**src/tswb_pkg.sv**
```systemverilog
// ----------------------------------------------------------------------------
// tswb_pkg
// Shared types and constants for the timed square-wave beeper: beat payloads,
// function codes, controller states and the controller/datapath interface.
// ----------------------------------------------------------------------------
package tswb_pkg;

    localparam logic [1:0] FUNC_TICK  = 2'd0;
    localparam logic [1:0] FUNC_START = 2'd1;
    localparam logic [1:0] FUNC_STOP  = 2'd2;

    // Reciprocal of ten for 16-bit operands: (x * RECIP_TEN) >> RECIP_SHIFT.
    localparam logic [15:0] RECIP_TEN   = 16'd52429;
    localparam int          RECIP_SHIFT = 19;

    typedef struct packed {
        logic [1:0]  func;
        logic [15:0] freq_hz;
        logic [14:0] duration;
    } in_t;

    typedef struct packed {
        logic        pin_level;
        logic        playing;
        logic [15:0] periods_left;
    } out_t;

    typedef enum logic [1:0] {
        ST_IDLE,
        ST_DIV,
        ST_COMMIT
    } state_t;

    typedef struct packed {
        logic load;
        logic div_step;
        logic commit;
        logic do_tick;
        logic do_stop;
        logic out_load;
    } cmd_t;

    typedef struct packed {
        logic div_last;
    } status_t;

endpackage

```
**src/tswb_ctrl.sv**
```systemverilog
// ----------------------------------------------------------------------------
// tswb_ctrl
// Controller: accepts input beats, sequences the reload divider and the
// period count for a start, and owns the result valid flag.
// ----------------------------------------------------------------------------
module tswb_ctrl (
    input  logic              aclk,
    input  logic              aresetn,
    input  logic              s_valid,
    output logic              s_ready,
    input  logic [1:0]        in_func,
    output logic              m_valid,
    input  logic              m_ready,
    output tswb_pkg::cmd_t    cmd,
    input  tswb_pkg::status_t status
);

    tswb_pkg::state_t state_reg, state_next;
    logic             m_valid_reg, m_valid_next;
    logic             accept;

    assign s_ready = (state_reg == tswb_pkg::ST_IDLE) && (!m_valid_reg || m_ready);
    assign accept  = s_valid && s_ready;
    assign m_valid = m_valid_reg;

    always_ff @(posedge aclk) begin
        if (!aresetn) begin
            state_reg   <= tswb_pkg::ST_IDLE;
            m_valid_reg <= 1'b0;
        end else begin
            state_reg   <= state_next;
            m_valid_reg <= m_valid_next;
        end
    end

    always_comb begin
        state_next = state_reg;
        cmd        = '0;
        unique case (state_reg)
            tswb_pkg::ST_IDLE: begin
                if (accept) begin
                    if (in_func == tswb_pkg::FUNC_START) begin
                        cmd.load   = 1'b1;
                        state_next = tswb_pkg::ST_DIV;
                    end else begin
                        cmd.do_tick  = (in_func == tswb_pkg::FUNC_TICK);
                        cmd.do_stop  = (in_func == tswb_pkg::FUNC_STOP);
                        cmd.out_load = 1'b1;
                    end
                end
            end
            tswb_pkg::ST_DIV: begin
                cmd.div_step = 1'b1;
                if (status.div_last) begin
                    state_next = tswb_pkg::ST_COMMIT;
                end
            end
            tswb_pkg::ST_COMMIT: begin
                cmd.commit   = 1'b1;
                cmd.out_load = 1'b1;
                state_next   = tswb_pkg::ST_IDLE;
            end
            default: begin
                state_next = tswb_pkg::ST_IDLE;
            end
        endcase
        if (cmd.out_load) begin
            m_valid_next = 1'b1;
        end else if (m_ready) begin
            m_valid_next = 1'b0;
        end else begin
            m_valid_next = m_valid_reg;
        end
    end

`ifndef ASSERT_OFF
    // A start is busy until its result is loaded, so no beat can overlap it.
    a_busy_not_ready: assert property (@(posedge aclk) disable iff (!aresetn)
        (state_reg != tswb_pkg::ST_IDLE) |-> !s_ready)
        else $error("input accepted while a start is in progress");

    // A loaded result must be presented on the next cycle.
    a_load_valid: assert property (@(posedge aclk) disable iff (!aresetn)
        cmd.out_load |=> m_valid_reg)
        else $error("result loaded but not presented");
`endif

endmodule

```
**src/tswb_datapath.sv**
```systemverilog
// ----------------------------------------------------------------------------
// tswb_datapath
// Datapath: frequency clamp, restoring divider for the reload value, period
// count multiply with saturation, tone timer and the result register.
// ----------------------------------------------------------------------------
module tswb_datapath #(
    parameter int TICK_RATE_HZ = 31250,
    parameter int TIMER_BITS   = 8
) (
    input  logic              aclk,
    input  logic              aresetn,
    input  tswb_pkg::in_t     in_data,
    input  tswb_pkg::cmd_t    cmd,
    output tswb_pkg::status_t status,
    output tswb_pkg::out_t    out_data
);

    localparam int HZ_HI     = TICK_RATE_HZ / 2;
    localparam int SPAN      = 1 << TIMER_BITS;
    localparam int HZ_LO_RAW = HZ_HI / SPAN;
    localparam int HZ_LO     = (HZ_LO_RAW == 0) ? 1 : HZ_LO_RAW;
    localparam int NB        = $clog2(HZ_HI + 1);
    localparam int SW        = $clog2(NB);
    localparam int QW        = (NB > TIMER_BITS + 1) ? NB : TIMER_BITS + 1;

    logic [15:0]           hz_reg, hz_next;
    logic [14:0]           dur_reg, dur_next;
    logic [15:0]           rem_reg, rem_next;
    logic [NB-1:0]         quo_reg, quo_next;
    logic [SW-1:0]         step_reg, step_next;
    logic [12:0]           tenth_reg, tenth_next;
    logic [TIMER_BITS-1:0] timer_reg, timer_next;
    logic [TIMER_BITS-1:0] reload_reg, reload_next;
    logic [15:0]           remain_reg, remain_next;
    logic                  level_reg, level_next;
    logic                  active_reg, active_next;
    tswb_pkg::out_t        out_reg, out_next;

    logic [31:0]           freq_ext;
    logic [16:0]           trial;
    logic [16:0]           trial_diff;
    logic                  trial_ge;
    logic [31:0]           tenth_prod;
    logic [QW-1:0]         q_ext, q_sat, reload_diff;
    logic [27:0]           count_prod;
    logic [15:0]           count_sat;

    assign freq_ext   = {16'd0, in_data.freq_hz};
    assign trial      = {rem_reg, quo_reg[NB-1]};
    assign trial_ge   = trial >= {1'b0, hz_reg};
    assign trial_diff = trial - {1'b0, hz_reg};
    assign tenth_prod = {16'd0, hz_reg} * {16'd0, tswb_pkg::RECIP_TEN};
    assign q_ext      = QW'(quo_reg);
    assign q_sat      = (q_ext > QW'(SPAN)) ? QW'(SPAN) : q_ext;
    assign reload_diff = QW'(SPAN) - q_sat;
    assign count_prod = {15'd0, tenth_reg} * {13'd0, dur_reg};
    assign count_sat  = (|count_prod[27:16]) ? 16'hFFFF : count_prod[15:0];

    assign status.div_last = (step_reg == '0);
    assign out_data        = out_reg;

    always_comb begin
        hz_next     = hz_reg;
        dur_next    = dur_reg;
        rem_next    = rem_reg;
        quo_next    = quo_reg;
        step_next   = step_reg;
        tenth_next  = tenth_reg;
        timer_next  = timer_reg;
        reload_next = reload_reg;
        remain_next = remain_reg;
        level_next  = level_reg;
        active_next = active_reg;
        out_next    = out_reg;

        if (cmd.load) begin
            if (freq_ext < 32'(HZ_LO)) begin
                hz_next = 16'(HZ_LO);
            end else if (freq_ext > 32'(HZ_HI)) begin
                hz_next = 16'(HZ_HI);
            end else begin
                hz_next = in_data.freq_hz;
            end
            dur_next  = in_data.duration;
            rem_next  = '0;
            quo_next  = NB'(HZ_HI);
            step_next = SW'(NB - 1);
        end

        if (cmd.div_step) begin
            rem_next   = trial_ge ? trial_diff[15:0] : trial[15:0];
            quo_next   = {quo_reg[NB-2:0], trial_ge};
            step_next  = step_reg - 1'b1;
            tenth_next = tenth_prod[31:tswb_pkg::RECIP_SHIFT];
        end

        if (cmd.commit) begin
            reload_next = reload_diff[TIMER_BITS-1:0];
            timer_next  = reload_diff[TIMER_BITS-1:0];
            remain_next = count_sat;
            level_next  = 1'b0;
            active_next = (count_sat != 16'd0);
        end

        if (cmd.do_tick && active_reg) begin
            if (timer_reg == '1) begin
                timer_next = reload_reg;
                level_next = !level_reg;
                if (level_reg) begin
                    remain_next = remain_reg - 16'd1;
                    if (remain_reg == 16'd1) begin
                        active_next = 1'b0;
                    end
                end
            end else begin
                timer_next = timer_reg + 1'b1;
            end
        end

        if (cmd.do_stop) begin
            active_next = 1'b0;
            level_next  = 1'b0;
        end

        if (cmd.out_load) begin
            out_next.pin_level    = level_next;
            out_next.playing      = active_next;
            out_next.periods_left = remain_next;
        end
    end

    always_ff @(posedge aclk) begin
        if (!aresetn) begin
            timer_reg  <= '0;
            reload_reg <= '0;
            remain_reg <= '0;
            level_reg  <= 1'b0;
            active_reg <= 1'b0;
            step_reg   <= '0;
        end else begin
            timer_reg  <= timer_next;
            reload_reg <= reload_next;
            remain_reg <= remain_next;
            level_reg  <= level_next;
            active_reg <= active_next;
            step_reg   <= step_next;
        end
    end

    always_ff @(posedge aclk) begin
        hz_reg    <= hz_next;
        dur_reg   <= dur_next;
        rem_reg   <= rem_next;
        quo_reg   <= quo_next;
        tenth_reg <= tenth_next;
        out_reg   <= out_next;
    end

`ifndef ASSERT_OFF
    // A playing tone always has at least one period left.
    a_active_count: assert property (@(posedge aclk) disable iff (!aresetn)
        active_reg |-> (remain_reg != 16'd0))
        else $error("tone active with no periods left");

    // A stop silences the pin and halts the tone.
    a_stop_silent: assert property (@(posedge aclk) disable iff (!aresetn)
        cmd.do_stop |=> (!active_reg && !level_reg))
        else $error("stop did not silence the output");

    // Ticks while idle leave the timer untouched.
    a_idle_timer: assert property (@(posedge aclk) disable iff (!aresetn)
        (cmd.do_tick && !active_reg) |=> $stable(timer_reg))
        else $error("timer moved while idle");
`endif

endmodule

```
**src/timed_square_wave_beeper_core.sv**
```systemverilog
// ----------------------------------------------------------------------------
// timed_square_wave_beeper_core
// Square-wave tone generator advanced by a prescaled tick, with timed play.
// ----------------------------------------------------------------------------
// Every input beat yields exactly one result beat with the pin level, the
// playing flag and the periods left after that beat is applied. Tick, stop
// and unused codes stream one per cycle while the result side keeps up. For
// a start, the reload value comes from a restoring divider over NB quotient
// bits, where NB is the bit width of TICK_RATE_HZ / 2, that produces one
// quotient bit per cycle, followed by a commit step for the period count
// multiply. No new beat is taken while a start is in progress or while a
// result waits to be taken.
module timed_square_wave_beeper_core #(
    parameter int TICK_RATE_HZ = 31250,
    parameter int TIMER_BITS   = 8
) (
    input  logic           aclk,
    input  logic           aresetn,
    input  logic           s_valid,
    output logic           s_ready,
    input  tswb_pkg::in_t  s_data,
    output logic           m_valid,
    input  logic           m_ready,
    output tswb_pkg::out_t m_data
);

    tswb_pkg::cmd_t    cmd;
    tswb_pkg::status_t status;

    tswb_ctrl u_ctrl (
        .aclk    (aclk),
        .aresetn (aresetn),
        .s_valid (s_valid),
        .s_ready (s_ready),
        .in_func (s_data.func),
        .m_valid (m_valid),
        .m_ready (m_ready),
        .cmd     (cmd),
        .status  (status)
    );

    tswb_datapath #(
        .TICK_RATE_HZ (TICK_RATE_HZ),
        .TIMER_BITS   (TIMER_BITS)
    ) u_datapath (
        .aclk     (aclk),
        .aresetn  (aresetn),
        .in_data  (s_data),
        .cmd      (cmd),
        .status   (status),
        .out_data (m_data)
    );

endmodule

```
**config.mk**
```make
export PLATFORM = sky130hd
export DESIGN_NAME = timed_square_wave_beeper_core
export DESIGN_NICKNAME = d
export VERILOG_FILES = /design/src/tswb_pkg.sv /design/src/tswb_ctrl.sv /design/src/tswb_datapath.sv /design/src/timed_square_wave_beeper_core.sv
export SDC_FILE = /design/constraint.sdc
export NUM_CORES = 1
export LEC_CHECK = 0
export ABC_AREA = 1
export BUFFER_PORTS_ARGS = -buffer_cell sky130_fd_sc_hd__buf_4
export CAP_MARGIN = 10
export CORE_ASPECT_RATIO = 2
export CORE_MARGIN = 2
export CORE_UTILIZATION = 40
export CTS_BUF_LIST = sky130_fd_sc_hd__clkbuf_4 sky130_fd_sc_hd__clkbuf_8 sky130_fd_sc_hd__clkbuf_16
export DETAILED_ROUTE_END_ITERATION = 7
export GPL_ROUTABILITY_DRIVEN = 0
export HOLD_SLACK_MARGIN = 0.12
export PLACE_DENSITY = 0.64
export SLEW_MARGIN = 20
export SYNTH_ARGS = -nofsm -noshare
export SYNTH_HDL_FRONTEND = slang
export SYNTH_SLANG_ARGS = --single-unit
export TNS_END_PERCENT = 5
```
**constraint.sdc**
```tcl
create_clock -name aclk -period 12.17 [get_ports aclk]
set_clock_uncertainty 0.05 [all_clocks]
set_input_delay 1.8255 -clock aclk [delete_from_list [all_inputs] [get_ports aclk]]
set_output_delay 1.8255 -clock aclk [all_outputs]
set_load 0.005 [all_outputs]
```
## Word level (Yosys, flattened, before mapping)

Cells that the tools add are included.

- Multipliers: 2
- Mux-type cells: 42
- Reductions and logical operators: 16
- $add $sub $neg: 5
- Equality and inequality tests: 9
- Order comparisons: 4

Operator list:

| cell | count |
|---|---|
| 2-to-1 mux 16 bit | 8 |
| 2-to-1 mux 14 bit | 3 |
| multiplier 16 x 16 -> 32 bit (second input constant) | 1 |
| 2-to-1 mux 8 bit | 4 |
| multiplier 13 x 15 -> 28 bit | 1 |
| >= comparator 17 x 16 -> 1 bit | 1 |
| 2-to-1 mux 1 bit | 17 |
| == test 16 x 1 -> 1 bit (second input constant) | 1 |
| > comparator 16 x 14 -> 1 bit (second input constant) | 1 |
| < comparator 16 x 6 -> 1 bit (second input constant) | 1 |
| nonzero test 16 bit | 1 |
| subtractor 16 x 1 -> 16 bit (second input constant) | 1 |
| subtractor 16 bit | 1 |
| > comparator 14 x 9 -> 1 bit (second input constant) | 1 |
| OR reduction 12 bit | 1 |
| adder 8 x 1 -> 8 bit (second input constant) | 1 |
| == test 8 bit (second input constant) | 1 |
| 2-to-1 mux 2 bit | 4 |
| 2-to-1 mux 4 bit | 2 |
| subtractor 1 x 8 -> 8 bit (first input constant) | 1 |
| 2-to-1 mux 3 bit | 2 |
| nonzero test 2 bit | 3 |
| == test 2 x 1 -> 1 bit (second input constant) | 2 |
| == test 2 bit (second input constant) | 2 |
| 12 further kinds | 17 |

- Output and inout port bits: 20
- Bits in registers: 133
- Input bits: 37

## Depth between registers and ports, before layout

Gate-level depths: netlist (run 1).

- Word-level depth: 10
- Mapped depth: 32
- Depth with buffers taken out: 30

## Hierarchy

Synthesis (run 1) repeated with hierarchy kept, for this count alone.

- Cells, all modules: 2,298
- Area total of the unflattened synthesis: 18,317.6 um2

Modules (own cells, without submodules):

| module | area each (um2) | cells each | times used |
|---|---|---|---|
| tswb_datapath | 18,118.6 | 2,267 | 1 |
| tswb_ctrl | 198.9 | 31 | 1 |

## Worst setup path before layout (run 1)

No wires, ideal clock.

- Kind: register to register
- Start point: register u_datapath.tenth_reg[9]
- End point: register u_datapath.out_reg (netlist bit u_datapath.out_data[16]), data pin
- Cell stages (with the launch flop): 29
- Arrival: 5.195 ns
- Clock period less this slack: 5.496 ns
- Required time: 11.869 ns
- Setup time: 0.251 ns
- Setup slack: 6.674 ns
- Path through: edfxtp_1 clkbuf_1 nand2_1 fa_1 inv_1 fa_1 fa_1 fa_1 inv_1 fa_1 inv_1 ha_1 nand2_2 inv_1 a21oi_1 inv_1 a21oi_1 nand2_1 nand2_1 nand2_1 nor2_1 nand2_1 nor2_4 buf_6 nand4_1 inv_1 nand2_1 nand2_1 inv_1

- Cells in the longest elaborated chain, start to end: 10

Ends and longest elaborated chain:

| element | RTL line | source |
|---|---|---|
| start, declared | tswb_datapath.sv:31 | `logic [12:0] tenth_reg, tenth_next;` |
| start signal, assigned | tswb_datapath.sv:155 | `tenth_reg <= tenth_next;` |
| multiplier 13 x 15 -> 28 bit * | tswb_datapath.sv:56 | `assign count_prod = {15'd0, tenth_reg} * {13'd0, dur_reg};` |
| OR reduction 12 bit | tswb_datapath.sv:57 | `assign count_sat = (\|count_prod[27:16]) ? 16'hFFFF : count_prod[15:0];` |
| 2-to-1 mux 16 bit * | tswb_datapath.sv:57 |  |
| nonzero test 16 bit * | tswb_datapath.sv:102 | `active_next = (count_sat != 16'd0);` |
| 2-to-1 mux 1 bit * | tswb_datapath.sv:97 | `if (cmd.commit) begin` |
| 2-to-1 mux 1 bit | tswb_datapath.sv:111 | `if (remain_reg == 16'd1) begin` |
| 2-to-1 mux 1 bit | tswb_datapath.sv:109 | `if (level_reg) begin` |
| 2-to-1 mux 1 bit | tswb_datapath.sv:106 | `if (timer_reg == '1) begin` |
| 2-to-1 mux 1 bit * | tswb_datapath.sv:105 | `if (cmd.do_tick && active_reg) begin` |
| 2-to-1 mux 1 bit * | tswb_datapath.sv:120 | `if (cmd.do_stop) begin` |
| named net u_datapath.active_next | tswb_datapath.sv:36 | `logic active_reg, active_next;` |
| end signal, assigned | tswb_datapath.sv:156 | `out_reg <= out_next;` |
| end, declared | tswb_datapath.sv:37 | `tswb_pkg::out_t out_reg, out_next;` |

Mark *: on every way through the listed nets, which the timed path passes. The rest lies on a longest branch.
A chain may end at the register's enable or synchronous reset.

## Final worst setup path (run 1)

- Start point: register u_datapath.tenth_reg[2]
- End point: register u_datapath.out_reg (netlist bit u_datapath.out_data[16]), data pin

Same word-level chain as after synthesis.

==> results of run 1 <==
-- through the flow --
step | util | worst slack, ns | hold slack (ns) | cells
3_3_place_gp | 0.427 | 5.73 | 0.400 | 2872
6_report | 0.440 | 5.67 | 0.416 | 2904
5_1_grt | 0.440 | 5.28 | 0.445 | 2904
4_1_cts | 0.440 | 5.70 | 0.418 | 2904
2_1_floorplan | - | 6.67 | 0.392 | 2298
3_5_place_dp | 0.427 | 5.71 | 0.407 | 2872
-- cell usage in the layout, fill, tap and decap left out, types with 33 or more instances in the layout --
cell type and count:
sky130_fd_sc_hd__nand2_1 543, sky130_fd_sc_hd__a21oi_1 95, sky130_fd_sc_hd__fa_1 225, sky130_fd_sc_hd__nor2_1 119, sky130_fd_sc_hd__o21ai_0 60, sky130_fd_sc_hd__dfxtp_1 41
sky130_fd_sc_hd__buf_4 60, sky130_fd_sc_hd__xor2_1 33, sky130_fd_sc_hd__inv_1 602, sky130_fd_sc_hd__nand3_1 74, sky130_fd_sc_hd__ha_1 224, sky130_fd_sc_hd__edfxtp_1 92
-- worst max path at each step --
| stage | from | endpoint | slack (ns) |
|---|---|---|---|
| floorplan | u_datapath.tenth_reg[9]$_DFFE_PP_ | u_datapath.out_data[16]$_DFFE_PP_ | 6.67 |
| global placement | u_datapath.tenth_reg[2]$_DFFE_PP_ | u_datapath.out_data[16]$_DFFE_PP_ | 5.73 |
| detailed placement | u_datapath.tenth_reg[2]$_DFFE_PP_ | u_datapath.out_data[16]$_DFFE_PP_ | 5.71 |
| CTS | u_datapath.tenth_reg[2]$_DFFE_PP_ | u_datapath.out_data[16]$_DFFE_PP_ | 5.70 |
| global route | u_datapath.tenth_reg[2]$_DFFE_PP_ | u_datapath.out_data[16]$_DFFE_PP_ | 5.28 |
| finish | u_datapath.tenth_reg[2]$_DFFE_PP_ | u_datapath.out_data[16]$_DFFE_PP_ | 5.67 |
-- kinds of logic after synthesis --
family	synth area share
flops	0.196
xor+xnor	0.0255
fa+ha+maj	0.401
simple gates	0.183
other cells	0.000206
buf+inv	0.136
compound gates	0.0580
-- area by class of cell --
type / count / share of cell area
multi-input combinational: 1510 / 0.615
sequential: 133 / 0.181
inverter: 609 / 0.115
tap: 560 / 0.0354
timing repair buffer: 60 / 0.0227
clock buffer: 17 / 0.0215
clock inverter: 15 / 0.00915
-- critical path, cell delays in order, from the launching register on --
cell and delay, ns:
sky130_fd_sc_hd__edfxtp_1 0.71, sky130_fd_sc_hd__nand2_1 0.21, sky130_fd_sc_hd__inv_1 0.08, sky130_fd_sc_hd__fa_1 0.50
sky130_fd_sc_hd__inv_1 0.05, sky130_fd_sc_hd__fa_1 0.58, sky130_fd_sc_hd__inv_1 0.07, sky130_fd_sc_hd__fa_1 0.49
sky130_fd_sc_hd__fa_1 0.50, sky130_fd_sc_hd__inv_1 0.06, sky130_fd_sc_hd__fa_1 0.53, sky130_fd_sc_hd__inv_1 0.04
sky130_fd_sc_hd__ha_1 0.38, sky130_fd_sc_hd__nand2_2 0.12, sky130_fd_sc_hd__nor2_1 0.31, sky130_fd_sc_hd__nand3_1 0.13
sky130_fd_sc_hd__nand3_1 0.19, sky130_fd_sc_hd__nand2_1 0.11, sky130_fd_sc_hd__nand3_1 0.08, sky130_fd_sc_hd__nand2_1 0.07
sky130_fd_sc_hd__nor2_1 0.08, sky130_fd_sc_hd__nand2_1 0.09, sky130_fd_sc_hd__nor2_4 0.34, sky130_fd_sc_hd__nand3_1 0.16
sky130_fd_sc_hd__nor2_1 0.12, sky130_fd_sc_hd__nand2_1 0.06, sky130_fd_sc_hd__nand2_1 0.08, sky130_fd_sc_hd__inv_1 0.04
-- routing by layer --
| metal | wire length, um | track usage |
|---|---|---|
| met2 | 29100 | 0.450 |
| met1 | 15700 | 0.193 |
| met3 | 1510 | 0.0239 |
| met4 | 4100 | 0.162 |
| met5 | 0 | 0 |
-- power by group through the flow --
stage	combinational (uW)	clock, uW	sequential (uW)
2_1_floorplan	2830	0	554
3_3_place_gp	3970	0	588
3_5_place_dp	3970	0	588
4_1_cts	4000	551	578
5_1_grt	4510	566	582
6_report	4010	539	581
==> flow_summary.yaml, run 1 <==
outcome:
  run_status: "finished, final reports clean"
power_and_ir_drop:
  total_leakage_power_uw: 0.0108
  clockPowerShare: 0.105
  power.share.switching: 0.575
  power_uw: 5130
  power_switching_uw: 2950
  combPwrFrac: 0.782
  power.density_nw_per_um2: 259
  worst_ir_drop_vdd_v: 0.000229
  internal-power_uw: 2180
  seq_power_share: 0.113
sta:
  timing.setup.tns_ns: 0
  report.final.hold_viol_count: 0
  tightestPinTransition_ns: 1.07
  grt_setup_unrepaired: "no"
  timing.slew.headroom: 0.281
  min_period_ns: 6.50
  finalSetupViolCount: 0
  final_min_period_over_clock_period: 0.534
  max_freq_mhz: 154
  timing_max_transition_violations_final: 0
detailed_routing:
  drt-pass1-iter-count: 7
  drt_iter0_drc: 718
  vias: 14781
  vias_per_cell: 5.09
  detail-route-antenna-nets: 0
  wl_um: 50500
  drc: 0
  wl_per_cell_um: 17.4
floorplan:
  floorplan.initialDensity: 0.405
  die_y_um: 306
  die_w_um: 155
  core_area_um2: 45000
  std_cell_rows: 110
  io_pins: 57
  dieArea_um2: 47400
clock_tree:
  worstSkewPairLatency_ns: 0.46
  worst_setup_hold_path_clk_slew_ns: 0.07
  cts.path.max_buffers: 2
  cts_post_setup_buffers_inserted: 0
  number_of_h_tree_levels: 4
  cts_tree: "built"
  cts_bufs_inserted: 17
  cts_hold_buf: 0
  cts_root_buffer: "sky130_fd_sc_hd__clkbuf_16"
  cts.repair.resized: 0
  tritoncts_num_sinks: 133
placed_design:
  dp_hpwl_um: 42000
  place_area_um2: 19200
  place.port_buffers: 56
worst_setup_path:
  cp.required_ns: 12.34
  crit-reg2reg-capture: "u_datapath.out_data[16]$_DFFE_PP_"
  timing.critical_path.fanout_max: 17
  critPathCaptureType: "flop"
  reg2regPathDepth: 27
  critPathLaunchType: "flop"
  criticalPathCategory: "reg -> reg"
  worst_r2r_startpoint: "u_datapath.tenth_reg[2]$_DFFE_PP_"
  ff2ff_setup_slack_ns: 5.67
  timing.critical_path.arrival_ns: 6.67
hold_path:
  worstHoldEndpoint: "u_datapath.reload_reg[5]$_SDFFE_PN0P_"
  worstHoldPathType: "reg -> reg"
  hold_path_startpoint: "u_datapath.reload_reg[5]$_SDFFE_PN0P_"
  min_path_cells: 2
finish:
  post-route-cell-area_um2: 19800
  nets: 2817
  fillerInstances: 4449
  ff_latch_area_um2: 3580
  syn2layout_area_growth_pct: 8.67
  multi_input_area_um2: 12200
  final_layout_size_suffix_gt1_frac: 0.0516
  diodes: 0
  number_of_flip_flops_in_the_largest_register: 18
global_routing:
  grt_start_max_net_pins: 41
  gr_overflow_total: 0
  globalRouteTotalUtil: 0.222
  number_of_global_route_vias_before_repair: 16158
  initial_antenna_violation_count: 0
  grt_pass1_wl_um: 81000
synthesis:
  synth.ff_latch_count: 133
  synth_enable_flop_cells: 92
  seq_area_frac_synth: 0.196
  synthArstFlopShare: 0
  post_synth_inst_count: 2297
  syn-cell-area_um2: 18200
  netlist_top_cells_count: "sky130_fd_sc_hd__inv_1 (602), sky130_fd_sc_hd__nand2_1 (543), sky130_fd_sc_hd__fa_1 (225)"
  synth_most_common_cell: "sky130_fd_sc_hd__inv_1"
  postSynth.topFlopCell: "sky130_fd_sc_hd__edfxtp_1"
  synth_warnings: 0
  synth_largest_type_area_fraction: 0.247
  synth_area_leaders: "sky130_fd_sc_hd__fa_1 (25%), sky130_fd_sc_hd__ha_1 (15%), sky130_fd_sc_hd__edfxtp_1 (15%)"
  synthesis.area_per_instance_um2: 7.94
  yosys.cell_types.count: 46
  largest_area_contributor_in_the_netlist: "sky130_fd_sc_hd__fa_1"
flow_run:
  max_cap_viol_count: 0
Note: power is estimated with default switching activity, not from simulation.
==> run 2, diff against run 1 <==
--- a/config.mk
+++ b/config.mk
@@ -15,7 +15,7 @@
 export DETAILED_ROUTE_END_ITERATION = 7
 export GPL_ROUTABILITY_DRIVEN = 0
 export HOLD_SLACK_MARGIN = 0.12
-export PLACE_DENSITY = 0.64
+export PLACE_DENSITY = 0.66
 export SLEW_MARGIN = 20
 export SYNTH_ARGS = -nofsm -noshare
 export SYNTH_HDL_FRONTEND = slang
==> constraint.sdc (replaced) <==
create_clock -name aclk -period 5.4 [get_ports aclk]
set_clock_uncertainty 0.05 [all_clocks]
set_input_delay 0.81 -clock aclk [delete_from_list [all_inputs] [get_ports aclk]]
set_output_delay 0.81 -clock aclk [all_outputs]
set_load 0.005 [all_outputs]
==> flow_summary.yaml, run 2 (synthesis results as in run 1) <==
sta:
  worst_slack_ns: -0.485
  final_min_period_over_clock_period: 1.09
  timing_max_transition_violations_final: 0
  min_period_ns: 5.89
  finalSetupViolCount: 34
  max_freq_mhz: 170
  timing.slew.headroom: 0.433
  tightestPinTransition_ns: 0.849
  report.final.hold_viol_count: 0
  grt_setup_unrepaired: "yes"
finish:
  ff_latch_area_um2: 3580
  fillerInstances: 4150
  final_layout_size_suffix_gt1_frac: 0.169
  multi_input_area_um2: 12800
  diodes: 0
  syn2layout_area_growth_pct: 20.6
  utilization: 0.489
  nets: 3004
  number_of_flip_flops_in_the_largest_register: 18
  final_cell_mix: "sky130_fd_sc_hd__inv_1 (587), sky130_fd_sc_hd__nand2_1 (507), sky130_fd_sc_hd__buf_4 (221)"
  layout.cells.most_common: "sky130_fd_sc_hd__inv_1"
detailed_routing:
  vias_per_cell: 5.06
  detail-route-antenna-nets: 0
  drt-pass1-iter-count: 7
  wl_per_cell_um: 17.0
  drc: 0
  wl_um: 52400
  vias: 15654
  drt_iter0_drc: 680
placed_design:
  dp_hpwl_um: 42500
  pre_cts_slack_ns: -0.578
  place.port_buffers: 56
floorplan:
  std_cell_rows: 110
  dieArea_um2: 47400
  io_pins: 57
  core_area_um2: 45000
  die_w_um: 155
  floorplan.initialDensity: 0.405
  die_y_um: 306
clock_tree:
  worst_setup_hold_path_clk_slew_ns: 0.07
  number_of_h_tree_levels: 4
  cts.path.max_buffers: 2
  tritoncts_num_sinks: 133
  cts_root_buffer: "sky130_fd_sc_hd__clkbuf_16"
  cts_hold_buf: 0
  cts_tree: "built"
  worstSkewPairLatency_ns: 0.45
  cts_bufs_inserted: 17
global_routing:
  grt_pass1_wl_um: 83300
  gr_overflow_total: 0
  grt_start_max_net_pins: 41
  initial_antenna_violation_count: 0
  number_of_global_route_vias_before_repair: 17060
  globalRouteTotalUtil: 0.226
worst_setup_path:
  timing.critical_path.arrival_ns: 6.04
  critPathSlowestCell: "sky130_fd_sc_hd__fa_1"
  slowest_delay_ns: 0.61
  criticalPathCategory: "reg -> reg"
  timing.critical_path.fanout_max: 7
  cp.required_ns: 5.56
  critPathMostFrequentCell: "sky130_fd_sc_hd__nand2_1"
  critPathLaunchType: "flop"
  critPathCaptureType: "flop"
outcome:
  violations_in_the_final_reports: "setup timing"
  run_status: "complete, but fails checks"
flow_run:
  max_cap_viol_count: 0
hold_path:
  worstHoldPathType: "reg -> reg"
run 2: what timing repair did:
item                                    CTS  global route
endpoints found under the setup margin   37            43
gates cloned                              0             2
pin swaps                                32            63
resized for setup                        77            71
buffers inserted                         18             9
run 2: routing by layer:
metal,wire length [um],global-route usage
met1,16800,0.203
met2,29500,0.447
met3,1780,0.0310
met4,4390,0.167
met5,0,0
run 2: worst max-delay path: cells and delay by family (launching register included):
kind	cells	cell delay [ns]
simple gates	16	1.41
flops	1	0.54
buf+inv	7	0.73
fa+ha+maj	6	2.92
run 2: path summary, 6_finish.rpt:
kind         cells after the start                                   from                               endpoint  slack (ns)
max reg2reg                     29        u_datapath.dur_reg[5]$_DFFE_PP_       u_datapath.out_data[6]$_DFFE_PP_       -0.49
max                             29        u_datapath.dur_reg[5]$_DFFE_PP_       u_datapath.out_data[6]$_DFFE_PP_       -0.49
min reg2reg                      2  u_datapath.reload_reg[2]$_SDFFE_PN0P_  u_datapath.reload_reg[2]$_SDFFE_PN0P_        0.42
min                              2  u_datapath.reload_reg[2]$_SDFFE_PN0P_  u_datapath.reload_reg[2]$_SDFFE_PN0P_        0.42
run 2: area by class of cell:
cell class / instances / share of cell area
timing repair buffer: 247 / 0.0927
clock inverter: 7 / 0.00233
sequential: 133 / 0.163
inverter: 609 / 0.104
tap: 560 / 0.0318
clock buffer: 25 / 0.0258
multi-input combinational: 1510 / 0.581
run 2: metrics by stage:
| step | instances | hold WS [ns] | TNS (ns) | instance area (um2) |
|---|---|---|---|---|
| 3_3_place_gp | 3030 | 0.402 | -16.69 | 20500 |
| 3_5_place_dp | 3030 | 0.408 | -16.54 | 20500 |
| 4_1_cts | 3080 | 0.418 | -6.13 | 21600 |
| 6_report | 3091 | 0.416 | -13.28 | 22000 |
| 2_1_floorplan | 2298 | 0.392 | 0 | 18300 |
| 5_1_grt | 3091 | 0.435 | -20.46 | 22000 |
Power of run 2 is left out: the tool's default activity adds up to more than one toggle a clock period on the data nets, which glitch-free logic cannot reach.
